[config.mk]
export PLATFORM = sky130hd
export DESIGN_NAME = lattice_open_boundary_neighbors
export DESIGN_NICKNAME = d
export VERILOG_FILES = /design/src/rtl/core/lobn_pkg.sv /design/src/rtl/core/lobn_cfg.sv /design/src/rtl/core/lobn_front.sv /design/src/rtl/core/lobn_fifo.sv /design/src/rtl/core/lobn_back.sv /design/src/rtl/core/lattice_open_boundary_neighbors.sv
export SDC_FILE = /design/constraint.sdc
export NUM_CORES = 2
export LEC_CHECK = 0
export BUFFER_PORTS_ARGS = -buffer_cell sky130_fd_sc_hd__buf_2
export CORE_MARGIN = 4
export CORE_UTILIZATION = 55
export CTS_CLUSTER_SIZE = 16
export DETAILED_ROUTE_END_ITERATION = 8
export GPL_ROUTABILITY_DRIVEN = 0
export PLACE_DENSITY = 0.69
export SLEW_MARGIN = 20
export SYNTH_ARGS = -nofsm -noshare
export SYNTH_HDL_FRONTEND = slang
export SYNTH_SLANG_ARGS = --single-unit
[constraint.sdc]
create_clock -name clock -period 11.86 [get_ports clock]
set_input_delay 2.372 -clock clock [delete_from_list [all_inputs] [get_ports clock]]
set_output_delay 2.372 -clock clock [all_outputs]
set_load 0.02 [all_outputs]
[src/rtl/core/lobn_pkg.sv]
// Shared types and constants for the open-boundary lattice neighbour lister.
// No dependencies; every other file in rtl/core imports this package.
package lobn_pkg;

   localparam int LEN_W  = 11;
   localparam int DIM_W  = 3;
   localparam int QB_W   = 4;
   localparam int NDIM_W = 2;
   localparam int POW_W  = 35;
   localparam int CSR_W  = 1;

   localparam logic [POW_W-1:0] POW_CAP = 35'h4_0000_0000;

   localparam logic [CSR_W-1:0] CSR_SIDE_LENGTH = 1'b0;
   localparam logic [CSR_W-1:0] CSR_DIMENSIONS  = 1'b1;

   typedef struct packed {
      logic             busy;
      logic [LEN_W-1:0] side_m1;
      logic [QB_W-1:0]  qbits;
      logic [DIM_W-1:0] dims;
   } cfg_type;

   typedef enum logic [1:0] {
      FE_IDLE,
      FE_DIV,
      FE_PUSH
   } fe_state_type;

endpackage

[src/rtl/core/lobn_cfg.sv]
// Configuration registers and the power table L^j built by a multiply sequencer.
// Depends on lobn_pkg.
module lobn_cfg
   import lobn_pkg::*;
#(
   parameter int MAX_DIMS = 4
)
(
   input  logic                          clock,
   input  logic                          reset,
   input  logic                          csr_write,
   input  logic [CSR_W-1:0]              csr_index,
   input  logic [LEN_W-1:0]              csr_data,
   output cfg_type                       cfg,
   output logic [MAX_DIMS:0][POW_W-1:0]  pow
);

   localparam int CW     = $clog2(MAX_DIMS + 1);
   localparam int PROD_W = POW_W + LEN_W;

   logic [LEN_W-1:0]               side_ff, side_in;
   logic [DIM_W-1:0]               dims_ff, dims_in;
   logic                           busy_ff, busy_in;
   logic [CW-1:0]                  cnt_ff, cnt_in;
   logic [POW_W-1:0]               acc_ff, acc_in;
   logic [MAX_DIMS:1][POW_W-1:0]   pow_ff, pow_in;

   logic [LEN_W-1:0]  leff;
   logic [LEN_W-1:0]  lm1;
   logic [QB_W-1:0]   qbits;
   logic [DIM_W-1:0]  dims_eff;
   logic [PROD_W-1:0] prod;
   logic [POW_W-1:0]  nxt;

   always_comb begin
      leff = (side_ff < LEN_W'(2)) ? LEN_W'(2) : side_ff;
      lm1  = leff - LEN_W'(1);
      qbits = '0;
      for (int k = 0; k < LEN_W; k++) begin
         if (lm1[k]) begin
            qbits = QB_W'(k + 1);
         end
      end
      if (dims_ff == '0) begin
         dims_eff = DIM_W'(1);
      end else if (int'(dims_ff) > MAX_DIMS) begin
         dims_eff = DIM_W'(MAX_DIMS);
      end else begin
         dims_eff = dims_ff;
      end
   end

   always_comb begin
      prod = acc_ff * leff;
      nxt  = (prod > PROD_W'(POW_CAP)) ? POW_CAP : prod[POW_W-1:0];
   end

   always_comb begin
      side_in = side_ff;
      dims_in = dims_ff;
      if (csr_write) begin
         unique case (csr_index)
            CSR_SIDE_LENGTH: side_in = csr_data;
            CSR_DIMENSIONS:  dims_in = csr_data[DIM_W-1:0];
            default: ;
         endcase
      end
   end

   // rebuild the table after every write
   always_comb begin
      busy_in = busy_ff;
      cnt_in  = cnt_ff;
      acc_in  = acc_ff;
      pow_in  = pow_ff;
      if (csr_write) begin
         busy_in = 1'b1;
         cnt_in  = CW'(1);
         acc_in  = POW_W'(1);
      end else if (busy_ff) begin
         acc_in = nxt;
         cnt_in = cnt_ff + CW'(1);
         for (int k = 1; k <= MAX_DIMS; k++) begin
            if (cnt_ff == CW'(k)) begin
               pow_in[k] = nxt;
            end
         end
         if (cnt_ff == CW'(MAX_DIMS)) begin
            busy_in = 1'b0;
         end
      end
   end

   always_ff @(posedge clock) begin
      if (reset) begin
         side_ff <= LEN_W'(2);
         dims_ff <= DIM_W'(1);
         busy_ff <= 1'b1;
         cnt_ff  <= CW'(1);
         acc_ff  <= POW_W'(1);
      end else begin
         side_ff <= side_in;
         dims_ff <= dims_in;
         busy_ff <= busy_in;
         cnt_ff  <= cnt_in;
         acc_ff  <= acc_in;
      end
   end

   always_ff @(posedge clock) begin
      pow_ff <= pow_in;
   end

   assign pow = {pow_ff, POW_W'(1)};

   assign cfg.busy    = busy_ff;
   assign cfg.side_m1 = lm1;
   assign cfg.qbits   = qbits;
   assign cfg.dims    = dims_eff;

endmodule

[src/rtl/core/lobn_front.sv]
// Front end: takes site beats, checks range and extracts base-L digits one
// quotient bit per cycle, then hands a neighbour mask on. Depends on lobn_pkg.
module lobn_front
   import lobn_pkg::*;
#(
   parameter int MAX_DIMS        = 4,
   parameter int SITE_INDEX_BITS = 20
)
(
   input  logic                          clock,
   input  logic                          reset,
   input  cfg_type                       cfg,
   input  logic [MAX_DIMS:0][POW_W-1:0]  pow,
   input  logic                          req_valid,
   output logic                          req_stall,
   input  logic [SITE_INDEX_BITS-1:0]    req_site_index,
   output logic                          job_push,
   input  logic                          job_full,
   output logic [SITE_INDEX_BITS-1:0]    job_site,
   output logic                          job_err,
   output logic                          job_bnd,
   output logic [2*MAX_DIMS-1:0]         job_pend
);

   localparam int SIB = SITE_INDEX_BITS;
   localparam int JW  = (MAX_DIMS > 1) ? $clog2(MAX_DIMS) : 1;
   localparam int DW  = SIB + LEN_W;
   localparam int PM  = 2 * MAX_DIMS;

   fe_state_type state_ff, state_in;

   logic [SIB-1:0]   site_ff, site_in;
   logic [SIB-1:0]   rem_ff, rem_in;
   logic [DW-1:0]    d_ff, d_in;
   logic [LEN_W-1:0] q_ff, q_in;
   logic [QB_W-1:0]  b_ff, b_in;
   logic [JW-1:0]    j_ff, j_in;
   logic [PM-1:0]    pend_ff, pend_in;
   logic             bnd_ff, bnd_in;
   logic             err_ff, err_in;

   logic             accept;
   logic             err_now;
   logic [JW-1:0]    j_sel;
   logic [POW_W-1:0] pow_sel;
   logic [POW_W-1:0] total;
   logic [SIB:0]     cap_val;
   logic [DW-1:0]    d_load;
   logic             ge;
   logic [LEN_W-1:0] q_step;
   logic [SIB-1:0]   rem_step;
   logic             has_lo;
   logic             has_hi;

   always_comb begin
      j_sel = (state_ff == FE_DIV) ? j_ff - JW'(1) : JW'(cfg.dims - DIM_W'(1));
      pow_sel = '0;
      for (int k = 0; k < MAX_DIMS; k++) begin
         if (j_sel == JW'(k)) begin
            pow_sel = pow[k];
         end
      end
      total = '0;
      for (int k = 1; k <= MAX_DIMS; k++) begin
         if (cfg.dims == DIM_W'(k)) begin
            total = pow[k];
         end
      end
      err_now = POW_W'(req_site_index) >= total;
      cap_val = (|pow_sel[POW_W-1:SIB]) ? {1'b1, {SIB{1'b0}}} : {1'b0, pow_sel[SIB-1:0]};
      d_load  = DW'(cap_val) << (cfg.qbits - QB_W'(1));
      ge       = DW'(rem_ff) >= d_ff;
      q_step   = {q_ff[LEN_W-2:0], ge};
      rem_step = ge ? rem_ff - d_ff[SIB-1:0] : rem_ff;
      has_lo   = q_step != '0;
      has_hi   = q_step != cfg.side_m1;
   end

   always_comb begin
      state_in = state_ff;
      unique case (state_ff)
         FE_IDLE: begin
            if (accept) state_in = err_now ? FE_PUSH : FE_DIV;
         end
         FE_DIV: begin
            if (b_ff == '0 && j_ff == '0) state_in = FE_PUSH;
         end
         FE_PUSH: begin
            if (accept) begin
               state_in = err_now ? FE_PUSH : FE_DIV;
            end else if (!job_full) begin
               state_in = FE_IDLE;
            end
         end
         default: state_in = FE_IDLE;
      endcase
   end

   always_comb begin
      req_stall = 1'b1;
      job_push  = 1'b0;
      unique case (state_ff)
         FE_IDLE: req_stall = cfg.busy;
         FE_DIV:  req_stall = 1'b1;
         FE_PUSH: begin
            job_push  = !job_full;
            req_stall = cfg.busy || job_full;
         end
         default: req_stall = 1'b1;
      endcase
   end

   assign accept = req_valid && !req_stall;

   always_comb begin
      site_in = site_ff;
      rem_in  = rem_ff;
      d_in    = d_ff;
      q_in    = q_ff;
      b_in    = b_ff;
      j_in    = j_ff;
      pend_in = pend_ff;
      bnd_in  = bnd_ff;
      err_in  = err_ff;
      if (accept) begin
         site_in = req_site_index;
         rem_in  = req_site_index;
         err_in  = err_now;
         pend_in = '0;
         bnd_in  = 1'b0;
         q_in    = '0;
         b_in    = cfg.qbits - QB_W'(1);
         j_in    = j_sel;
         d_in    = d_load;
      end else if (state_ff == FE_DIV) begin
         rem_in = rem_step;
         q_in   = q_step;
         if (b_ff == '0) begin
            for (int k = 0; k < MAX_DIMS; k++) begin
               if (j_ff == JW'(k)) begin
                  pend_in[2*k]   = has_lo;
                  pend_in[2*k+1] = has_hi;
               end
            end
            bnd_in = bnd_ff || !has_lo || !has_hi;
            // next dimension down
            j_in = j_ff - JW'(1);
            d_in = d_load;
            b_in = cfg.qbits - QB_W'(1);
            q_in = '0;
         end else begin
            b_in = b_ff - QB_W'(1);
            d_in = d_ff >> 1;
         end
      end
   end

   always_ff @(posedge clock) begin
      if (reset) begin
         state_ff <= FE_IDLE;
      end else begin
         state_ff <= state_in;
      end
   end

   always_ff @(posedge clock) begin
      site_ff <= site_in;
      rem_ff  <= rem_in;
      d_ff    <= d_in;
      q_ff    <= q_in;
      b_ff    <= b_in;
      j_ff    <= j_in;
      pend_ff <= pend_in;
      bnd_ff  <= bnd_in;
      err_ff  <= err_in;
   end

   assign job_site = site_ff;
   assign job_err  = err_ff;
   assign job_bnd  = bnd_ff;
   assign job_pend = pend_ff;

endmodule

[src/rtl/core/lobn_fifo.sv]
// Small register queue between the front end and the back end.
// Depends on lobn_pkg.
module lobn_fifo
   import lobn_pkg::*;
#(
   parameter int WIDTH = 8,
   parameter int DEPTH = 2
)
(
   input  logic             clock,
   input  logic             reset,
   input  logic             push,
   input  logic [WIDTH-1:0] push_data,
   output logic             full,
   input  logic             pop,
   output logic [WIDTH-1:0] pop_data,
   output logic             empty
);

   localparam int AW = (DEPTH > 1) ? $clog2(DEPTH) : 1;

   logic [WIDTH-1:0] mem_ff [DEPTH];
   logic [AW-1:0]    wr_ptr_ff, wr_ptr_in;
   logic [AW-1:0]    rd_ptr_ff, rd_ptr_in;
   logic [AW:0]      cnt_ff, cnt_in;

   always_comb begin
      wr_ptr_in = wr_ptr_ff;
      rd_ptr_in = rd_ptr_ff;
      cnt_in    = cnt_ff;
      if (push) begin
         wr_ptr_in = (wr_ptr_ff == AW'(DEPTH - 1)) ? '0 : wr_ptr_ff + AW'(1);
      end
      if (pop) begin
         rd_ptr_in = (rd_ptr_ff == AW'(DEPTH - 1)) ? '0 : rd_ptr_ff + AW'(1);
      end
      if (push && !pop) begin
         cnt_in = cnt_ff + (AW+1)'(1);
      end else if (pop && !push) begin
         cnt_in = cnt_ff - (AW+1)'(1);
      end
   end

   always_ff @(posedge clock) begin
      if (reset) begin
         wr_ptr_ff <= '0;
         rd_ptr_ff <= '0;
         cnt_ff    <= '0;
      end else begin
         wr_ptr_ff <= wr_ptr_in;
         rd_ptr_ff <= rd_ptr_in;
         cnt_ff    <= cnt_in;
      end
   end

   always_ff @(posedge clock) begin
      if (push) begin
         mem_ff[wr_ptr_ff] <= push_data;
      end
   end

   assign pop_data = mem_ff[rd_ptr_ff];
   assign full     = cnt_ff == (AW+1)'(DEPTH);
   assign empty    = cnt_ff == '0;

endmodule

[src/rtl/core/lobn_back.sv]
// Back end: walks the neighbour mask lowest bit first and drives one result
// beat per cycle unless rsp_stall holds the output register. Depends on lobn_pkg.
module lobn_back
   import lobn_pkg::*;
#(
   parameter int MAX_DIMS        = 4,
   parameter int SITE_INDEX_BITS = 20
)
(
   input  logic                          clock,
   input  logic                          reset,
   input  logic [MAX_DIMS:0][POW_W-1:0]  pow,
   input  logic                          job_valid,
   output logic                          job_pop,
   input  logic [SITE_INDEX_BITS-1:0]    job_site,
   input  logic                          job_err,
   input  logic                          job_bnd,
   input  logic [2*MAX_DIMS-1:0]         job_pend,
   output logic                          rsp_valid,
   input  logic                          rsp_stall,
   output logic [SITE_INDEX_BITS-1:0]    rsp_neighbor_index,
   output logic [NDIM_W-1:0]             rsp_neighbor_dimension,
   output logic                          rsp_neighbor_upper,
   output logic                          rsp_site_on_boundary,
   output logic                          rsp_index_error,
   output logic                          rsp_last
);

   localparam int SIB = SITE_INDEX_BITS;
   localparam int PM  = 2 * MAX_DIMS;

   logic           act_ff, act_in;
   logic [PM-1:0]  pend_ff, pend_in;
   logic [SIB-1:0] site_ff, site_in;
   logic           bnd_ff, bnd_in;
   logic           err_ff, err_in;

   logic              rsp_valid_ff, rsp_valid_in;
   logic [SIB-1:0]    idx_ff, idx_in;
   logic [NDIM_W-1:0] dim_ff, dim_in;
   logic              up_ff, up_in;
   logic              obnd_ff, obnd_in;
   logic              oerr_ff, oerr_in;
   logic              last_ff, last_in;

   logic              out_free;
   logic              emit;
   logic [PM-1:0]     low;
   logic [PM-1:0]     rest;
   logic              last_now;
   logic [SIB-1:0]    step;
   logic [NDIM_W-1:0] sel_dim;
   logic              sel_up;

   always_comb begin
      out_free = !rsp_valid_ff || !rsp_stall;
      emit     = act_ff && out_free;
      low      = pend_ff & (~pend_ff + PM'(1));
      rest     = pend_ff & ~low;
      last_now = err_ff || (rest == '0);
      job_pop  = job_valid && (!act_ff || (emit && last_now));
      step    = '0;
      sel_dim = '0;
      sel_up  = 1'b0;
      for (int k = 0; k < PM; k++) begin
         if (low[k]) begin
            step    = pow[k >> 1][SIB-1:0];
            sel_dim = NDIM_W'(k >> 1);
            sel_up  = (k % 2) == 1;
         end
      end
   end

   always_comb begin
      act_in  = act_ff;
      pend_in = pend_ff;
      site_in = site_ff;
      bnd_in  = bnd_ff;
      err_in  = err_ff;
      if (job_pop) begin
         act_in  = 1'b1;
         pend_in = job_pend;
         site_in = job_site;
         bnd_in  = job_bnd;
         err_in  = job_err;
      end else if (emit) begin
         pend_in = rest;
         if (last_now) act_in = 1'b0;
      end
   end

   always_comb begin
      rsp_valid_in = out_free ? act_ff : rsp_valid_ff;
      idx_in  = idx_ff;
      dim_in  = dim_ff;
      up_in   = up_ff;
      obnd_in = obnd_ff;
      oerr_in = oerr_ff;
      last_in = last_ff;
      if (emit) begin
         oerr_in = err_ff;
         last_in = last_now;
         if (err_ff) begin
            idx_in  = '0;
            dim_in  = '0;
            up_in   = 1'b0;
            obnd_in = 1'b0;
         end else begin
            idx_in  = sel_up ? site_ff + step : site_ff - step;
            dim_in  = sel_dim;
            up_in   = sel_up;
            obnd_in = bnd_ff;
         end
      end
   end

   always_ff @(posedge clock) begin
      if (reset) begin
         act_ff       <= 1'b0;
         rsp_valid_ff <= 1'b0;
      end else begin
         act_ff       <= act_in;
         rsp_valid_ff <= rsp_valid_in;
      end
   end

   always_ff @(posedge clock) begin
      pend_ff <= pend_in;
      site_ff <= site_in;
      bnd_ff  <= bnd_in;
      err_ff  <= err_in;
      idx_ff  <= idx_in;
      dim_ff  <= dim_in;
      up_ff   <= up_in;
      obnd_ff <= obnd_in;
      oerr_ff <= oerr_in;
      last_ff <= last_in;
   end

   assign rsp_valid              = rsp_valid_ff;
   assign rsp_neighbor_index     = idx_ff;
   assign rsp_neighbor_dimension = dim_ff;
   assign rsp_neighbor_upper     = up_ff;
   assign rsp_site_on_boundary   = obnd_ff;
   assign rsp_index_error        = oerr_ff;
   assign rsp_last               = last_ff;

endmodule

[src/rtl/core/lattice_open_boundary_neighbors.sv]
// Top level of the open-boundary lattice neighbour lister.
// Depends on lobn_pkg, lobn_cfg, lobn_front, lobn_fifo and lobn_back.
//
//   port group | direction | beat carries
//   req_*      | in        | site_index
//   rsp_*      | out       | neighbour index, dimension, upper, boundary, error, last
//   csr_*      | in        | side_length (index 0), dimensions (index 1)
//
// Front end extracts one quotient bit per cycle in its compare-subtract unit, as
// many per dimension as L-1 has bits; an out-of-range site skips the division.
// Back end gives one result beat per cycle unless rsp_stall holds the output
// register: D to 2*D beats per site, one for an out-of-range site. The two
// overlap through a two-entry queue. After reset and after each csr write
// the power table is rebuilt by a multiplier; req_stall stays high meanwhile.
// rsp_stall also holds the back end; the front works on until the queue is full.
module lattice_open_boundary_neighbors
   import lobn_pkg::*;
#(
   parameter int MAX_DIMS        = 4,
   parameter int SITE_INDEX_BITS = 20
)
(
   input  logic                       clock,
   input  logic                       reset,
   input  logic                       csr_write,
   input  logic [CSR_W-1:0]           csr_index,
   input  logic [LEN_W-1:0]           csr_data,
   input  logic                       req_valid,
   output logic                       req_stall,
   input  logic [SITE_INDEX_BITS-1:0] req_site_index,
   output logic                       rsp_valid,
   input  logic                       rsp_stall,
   output logic [SITE_INDEX_BITS-1:0] rsp_neighbor_index,
   output logic [NDIM_W-1:0]          rsp_neighbor_dimension,
   output logic                       rsp_neighbor_upper,
   output logic                       rsp_site_on_boundary,
   output logic                       rsp_index_error,
   output logic                       rsp_last
);

   localparam int SIB = SITE_INDEX_BITS;
   localparam int PM  = 2 * MAX_DIMS;
   localparam int JOB_W = SIB + 2 + PM;

   cfg_type                       cfg;
   logic [MAX_DIMS:0][POW_W-1:0]  pow;

   logic             job_push;
   logic             job_full;
   logic             job_pop;
   logic             fifo_empty;
   logic [JOB_W-1:0] job_wdata;
   logic [JOB_W-1:0] job_rdata;

   logic [SIB-1:0]   f_site;
   logic             f_err;
   logic             f_bnd;
   logic [PM-1:0]    f_pend;
   logic [SIB-1:0]   b_site;
   logic             b_err;
   logic             b_bnd;
   logic [PM-1:0]    b_pend;

   lobn_cfg #(
      .MAX_DIMS (MAX_DIMS)
   ) u_cfg (
      .clock     (clock),
      .reset     (reset),
      .csr_write (csr_write),
      .csr_index (csr_index),
      .csr_data  (csr_data),
      .cfg       (cfg),
      .pow       (pow)
   );

   lobn_front #(
      .MAX_DIMS        (MAX_DIMS),
      .SITE_INDEX_BITS (SITE_INDEX_BITS)
   ) u_front (
      .clock          (clock),
      .reset          (reset),
      .cfg            (cfg),
      .pow            (pow),
      .req_valid      (req_valid),
      .req_stall      (req_stall),
      .req_site_index (req_site_index),
      .job_push       (job_push),
      .job_full       (job_full),
      .job_site       (f_site),
      .job_err        (f_err),
      .job_bnd        (f_bnd),
      .job_pend       (f_pend)
   );

   assign job_wdata = {f_site, f_err, f_bnd, f_pend};

   lobn_fifo #(
      .WIDTH (JOB_W),
      .DEPTH (2)
   ) u_fifo (
      .clock     (clock),
      .reset     (reset),
      .push      (job_push),
      .push_data (job_wdata),
      .full      (job_full),
      .pop       (job_pop),
      .pop_data  (job_rdata),
      .empty     (fifo_empty)
   );

   assign {b_site, b_err, b_bnd, b_pend} = job_rdata;

   lobn_back #(
      .MAX_DIMS        (MAX_DIMS),
      .SITE_INDEX_BITS (SITE_INDEX_BITS)
   ) u_back (
      .clock                  (clock),
      .reset                  (reset),
      .pow                    (pow),
      .job_valid              (!fifo_empty),
      .job_pop                (job_pop),
      .job_site               (b_site),
      .job_err                (b_err),
      .job_bnd                (b_bnd),
      .job_pend               (b_pend),
      .rsp_valid              (rsp_valid),
      .rsp_stall              (rsp_stall),
      .rsp_neighbor_index     (rsp_neighbor_index),
      .rsp_neighbor_dimension (rsp_neighbor_dimension),
      .rsp_neighbor_upper     (rsp_neighbor_upper),
      .rsp_site_on_boundary   (rsp_site_on_boundary),
      .rsp_index_error        (rsp_index_error),
      .rsp_last               (rsp_last)
   );

   a_push_room: assert property (@(posedge clock) disable iff (reset)
      job_push |-> !job_full)
      else $error("queue written while full");

   a_pop_data: assert property (@(posedge clock) disable iff (reset)
      job_pop |-> !fifo_empty)
      else $error("queue read while empty");

   a_busy_blocks: assert property (@(posedge clock) disable iff (reset)
      cfg.busy |-> req_stall)
      else $error("site taken while power table rebuilds");

   a_err_single: assert property (@(posedge clock) disable iff (reset)
      (rsp_valid && rsp_index_error) |-> (rsp_last && !rsp_site_on_boundary))
      else $error("range error beat not a lone final beat");

endmodule
==> impl_metrics.json <==
{
  "status": "finished clean",
  "io_pins": 65,
  "skew_ps": 19.7,
  "yosys.area.top_type": "edfxtp_1",
  "cts_buffers": 44,
  "drtAntennaViolNets": 0,
  "worstHoldPathType": "flop to flop",
  "synthTopCellsByArea": "edfxtp_1 (30%), fa_1 (18%), ha_1 (6.0%), nand2_1 (4.8%), dfxtp_1 (4.8%)",
  "yosysMostFrequentCell": "nand2_1",
  "rsz0062_at_grt": "no",
  "drv_slew": 0,
  "required_ps": 12130,
  "die_w_microns": 255,
  "die_y_microns": 255,
  "grt_overflow_total": 0,
  "clkTransAtPathRegs_ps": 60,
  "cp-startpoint": "u_cfg.side_ff[4]$_SDFFE_PP0P_",
  "async_reset_ff_share_pct": 0,
  "fin_tns_setup_ps": 0,
  "diodes": 0,
  "drtPass1Iterations": 9,
  "reg2reg_from": "u_cfg.side_ff[4]$_SDFFE_PP0P_",
  "hold_depth": 0,
  "cts_tree": "built",
  "synth_common_cells": "nand2_1 (433), inv_1 (381), edfxtp_1 (334)",
  "portBuffers": 64,
  "grt_use_total_pct": 27.2,
  "r2r_end": "u_cfg.pow[43]$_DFFE_PP_",
  "ys_types": 92,
  "ir_worst_vdd_mv": 0.123,
  "grt_pass1_wl_microns": 141000,
  "grt_pass1_vias": 25900,
  "yosysSeqAreaShare_pct": 34.7,
  "tightest_slew_ps": 1130,
  "synth_xor_area_share_pct": 2.50,
  "synthesis.nets": 3882,
  "setup_violations": 0,
  "period_needed_ps": 8450,
  "synth_top_family_by_area": "adder cells",
  "r2r_cells": 22,
  "postSynthAreaPerCell_sq_um": 9.91,
  "coreArea_sq_um": 60400,
  "grt_max_degree": 71,
  "hold_viol_final": 0,
  "clk_latency_ps": 590,
  "htree_levels": 2,
  "cts_root_buf": "clkbuf_16",
  "first_iter_violations": 2607,
  "cts_hold_repair.buffers": 0,
  "viasPerCell": 6.14,
  "p_leak_nw": 14.5,
  "cp-end-kind": "flop",
  "max_cap_viol_count": 0,
  "rows": 90,
  "cts_setup_buffers": 0,
  "fmax_mhz": 118,
  "synth-simple-area-share_pct": 16.4,
  "die_area_sq_um": 65000,
  "min_period_over_period_pct": 71.2,
  "drc": 0,
  "p_per_area_nw_per_um2": 150,
  "synth-compound-area-share_pct": 12.7,
  "placed_area_sq_um": 34500,
  "dp.cells": 4080,
  "dp_hpwl_microns": 65400,
  "synth-adder-area-share_pct": 23.9,
  "synth-main-ff-cell": "edfxtp_1",
  "drive_gt1_share_pct": 8.32,
  "finalInstanceArea_sq_um": 35900,
  "areaGrowthSynthToFinish_pct": 7.14,
  "num_vias": 25500,
  "initial_core_util_pct": 55.6,
  "ys_ff_latch": 415,
  "endpoint": "u_cfg.pow[43]$_DFFE_PP_",
  "ys_warn_count": 0,
  "nets": 3841,
  "crit_arrival_ps": 8720,
  "wl_per_cell_microns": 21.0,
  "slew_headroom_pct": 24.5,
  "antenna_found_initial": 2,
  "totalWireLength_microns": 87500,
  "cp_max_fo": 66,
  "syn-cell-area_sq_um": 33500,
  "crit_path_start_kind": "flop",
  "hold_slack_ps": 444,
  "stdcell_count": 4159,
  "place_ws_ps": 3560,
  "synthMuxAreaShare_pct": 3.16,
  "synth_top_area_share_pct": 29.9,
  "cts_max_path_buffers": 3,
  "postSynthCellCount": 3385,
  "synth_edf_count": 334,
  "clkSinkCount": 415,
  "setup_ws_ps": 3410,
  "post_cts_resized": 0,
  "critPathKind": "flop to flop",
  "rrSetupSlack_ps": 3410
}
-- worst min path at each step --
stage / from / end / slack (ps)
2_1_floorplan: u_front.job_pend[1]$_SDFFE_PP0P_ / u_fifo.mem_ff[0][1]$_DFFE_PP_ / 420
3_3_place_gp: u_front.job_site[15]$_DFFE_PP_ / u_fifo.mem_ff[0][25]$_DFFE_PP_ / 420
3_5_place_dp: u_front.job_site[8]$_DFFE_PP_ / u_fifo.mem_ff[0][18]$_DFFE_PP_ / 430
4_1_cts: u_front.job_site[8]$_DFFE_PP_ / u_fifo.mem_ff[0][18]$_DFFE_PP_ / 450
5_1_grt: u_front.job_site[2]$_DFFE_PP_ / u_fifo.mem_ff[0][12]$_DFFE_PP_ / 460
6_report: u_front.job_site[8]$_DFFE_PP_ / u_fifo.mem_ff[0][18]$_DFFE_PP_ / 440
-- final cells by class --
cell class / instances / area [sq um]
Fill cell: 5038 / 24400
Multi-Input combinational cell: 2392 / 19800
Sequential cell: 415 / 11700
Inverter: 383 / 1440
Clock buffer: 55 / 1180
Tap cell: 782 / 978
Timing Repair Buffer: 108 / 691
Clock inverter: 24 / 216
-- cells by family after synthesis --
family	after synthesis
simple gates	1136
compound gates	608
flops	415
mux	91
xor+xnor	95
fa+ha+maj	462
buf+inv	578
-- worst max-delay path, cell delays in order, from the launching register on --
cell,delay [ps]
dfxtp_2,620
or4_1,820
nor3_2,300
a21o_1,160
buf_4,330
and2_1,210
fa_1,440
fa_1,500
inv_1,60
fa_1,530
inv_1,40
ha_1,380
a21oi_1,270
o21ai_0,190
o2bb2ai_1,160
a31oi_1,410
nor3b_1,130
a311oi_1,680
nand4_1,190
nor4b_1,490
a21oi_4,80
buf_4,380
nor3_1,720
-- cells in the final DEF (no fill, tap or decap), types with 76 or more instances in the layout --
cell type / Yosys / final
ha_1: 162 / 162
nor3_1: 77 / 76
nor2_1: 190 / 185
edfxtp_1: 334 / 334
and2_1: 163 / 162
dfxtp_1: 81 / 80
o21ai_0: 104 / 103
fa_1: 298 / 298
nand2_1: 433 / 433
inv_1: 381 / 381
a21oi_1: 131 / 130
-- where the power goes --
group	switching, W	internal (W)	leakage, nW
sequential	0.0000835	0.00178	3.76
clock	0.000587	0.000776	0.680
combinational	0.00133	0.000837	10.1
total	0.00200	0.00339	14.5
-- routing by layer --
metal	vias to the layer above	share of wire (%)	track usage [%]
met3	229	7.7	4.50
li1	11600	-	-
met1	12600	40	36.0
met5	-	0	0
met2	1106	48	45.7
met4	0	3.9	10.1
-- per-stage QoR --
stage	util (%)	power [W]
floorplan	-	0.00348
global placement	57.1	0.00394
detailed placement	57.2	0.00402
CTS	59.5	0.00539
global route	59.5	0.00569
finish	59.5	0.00539
-- registers in the layout, indices dropped and copies added (netlist names), 2 cells and up, named ones only --
name                           flops
u_front.j_ff                       2
u_front.state_ff                   2
u_cfg.acc_ff                      35
u_cfg.pow                        140
u_fifo.cnt_ff                      2
u_back.site_ff                    20
u_cfg.side_ff                     11
u_back.pend_ff                     8
u_front.b_ff                       4
u_front.q_ff                      10
u_back.rsp_neighbor_index         20
u_front.job_pend                   8
u_cfg.cnt_ff                       3
u_front.d_ff                      31
u_front.job_site                  20
u_front.rem_ff                    20
u_back.rsp_neighbor_dimension      2
u_cfg.dims_ff                      3
u_fifo.mem_ff                     60
No activity file was read; power rests on OpenSTA's default activity.
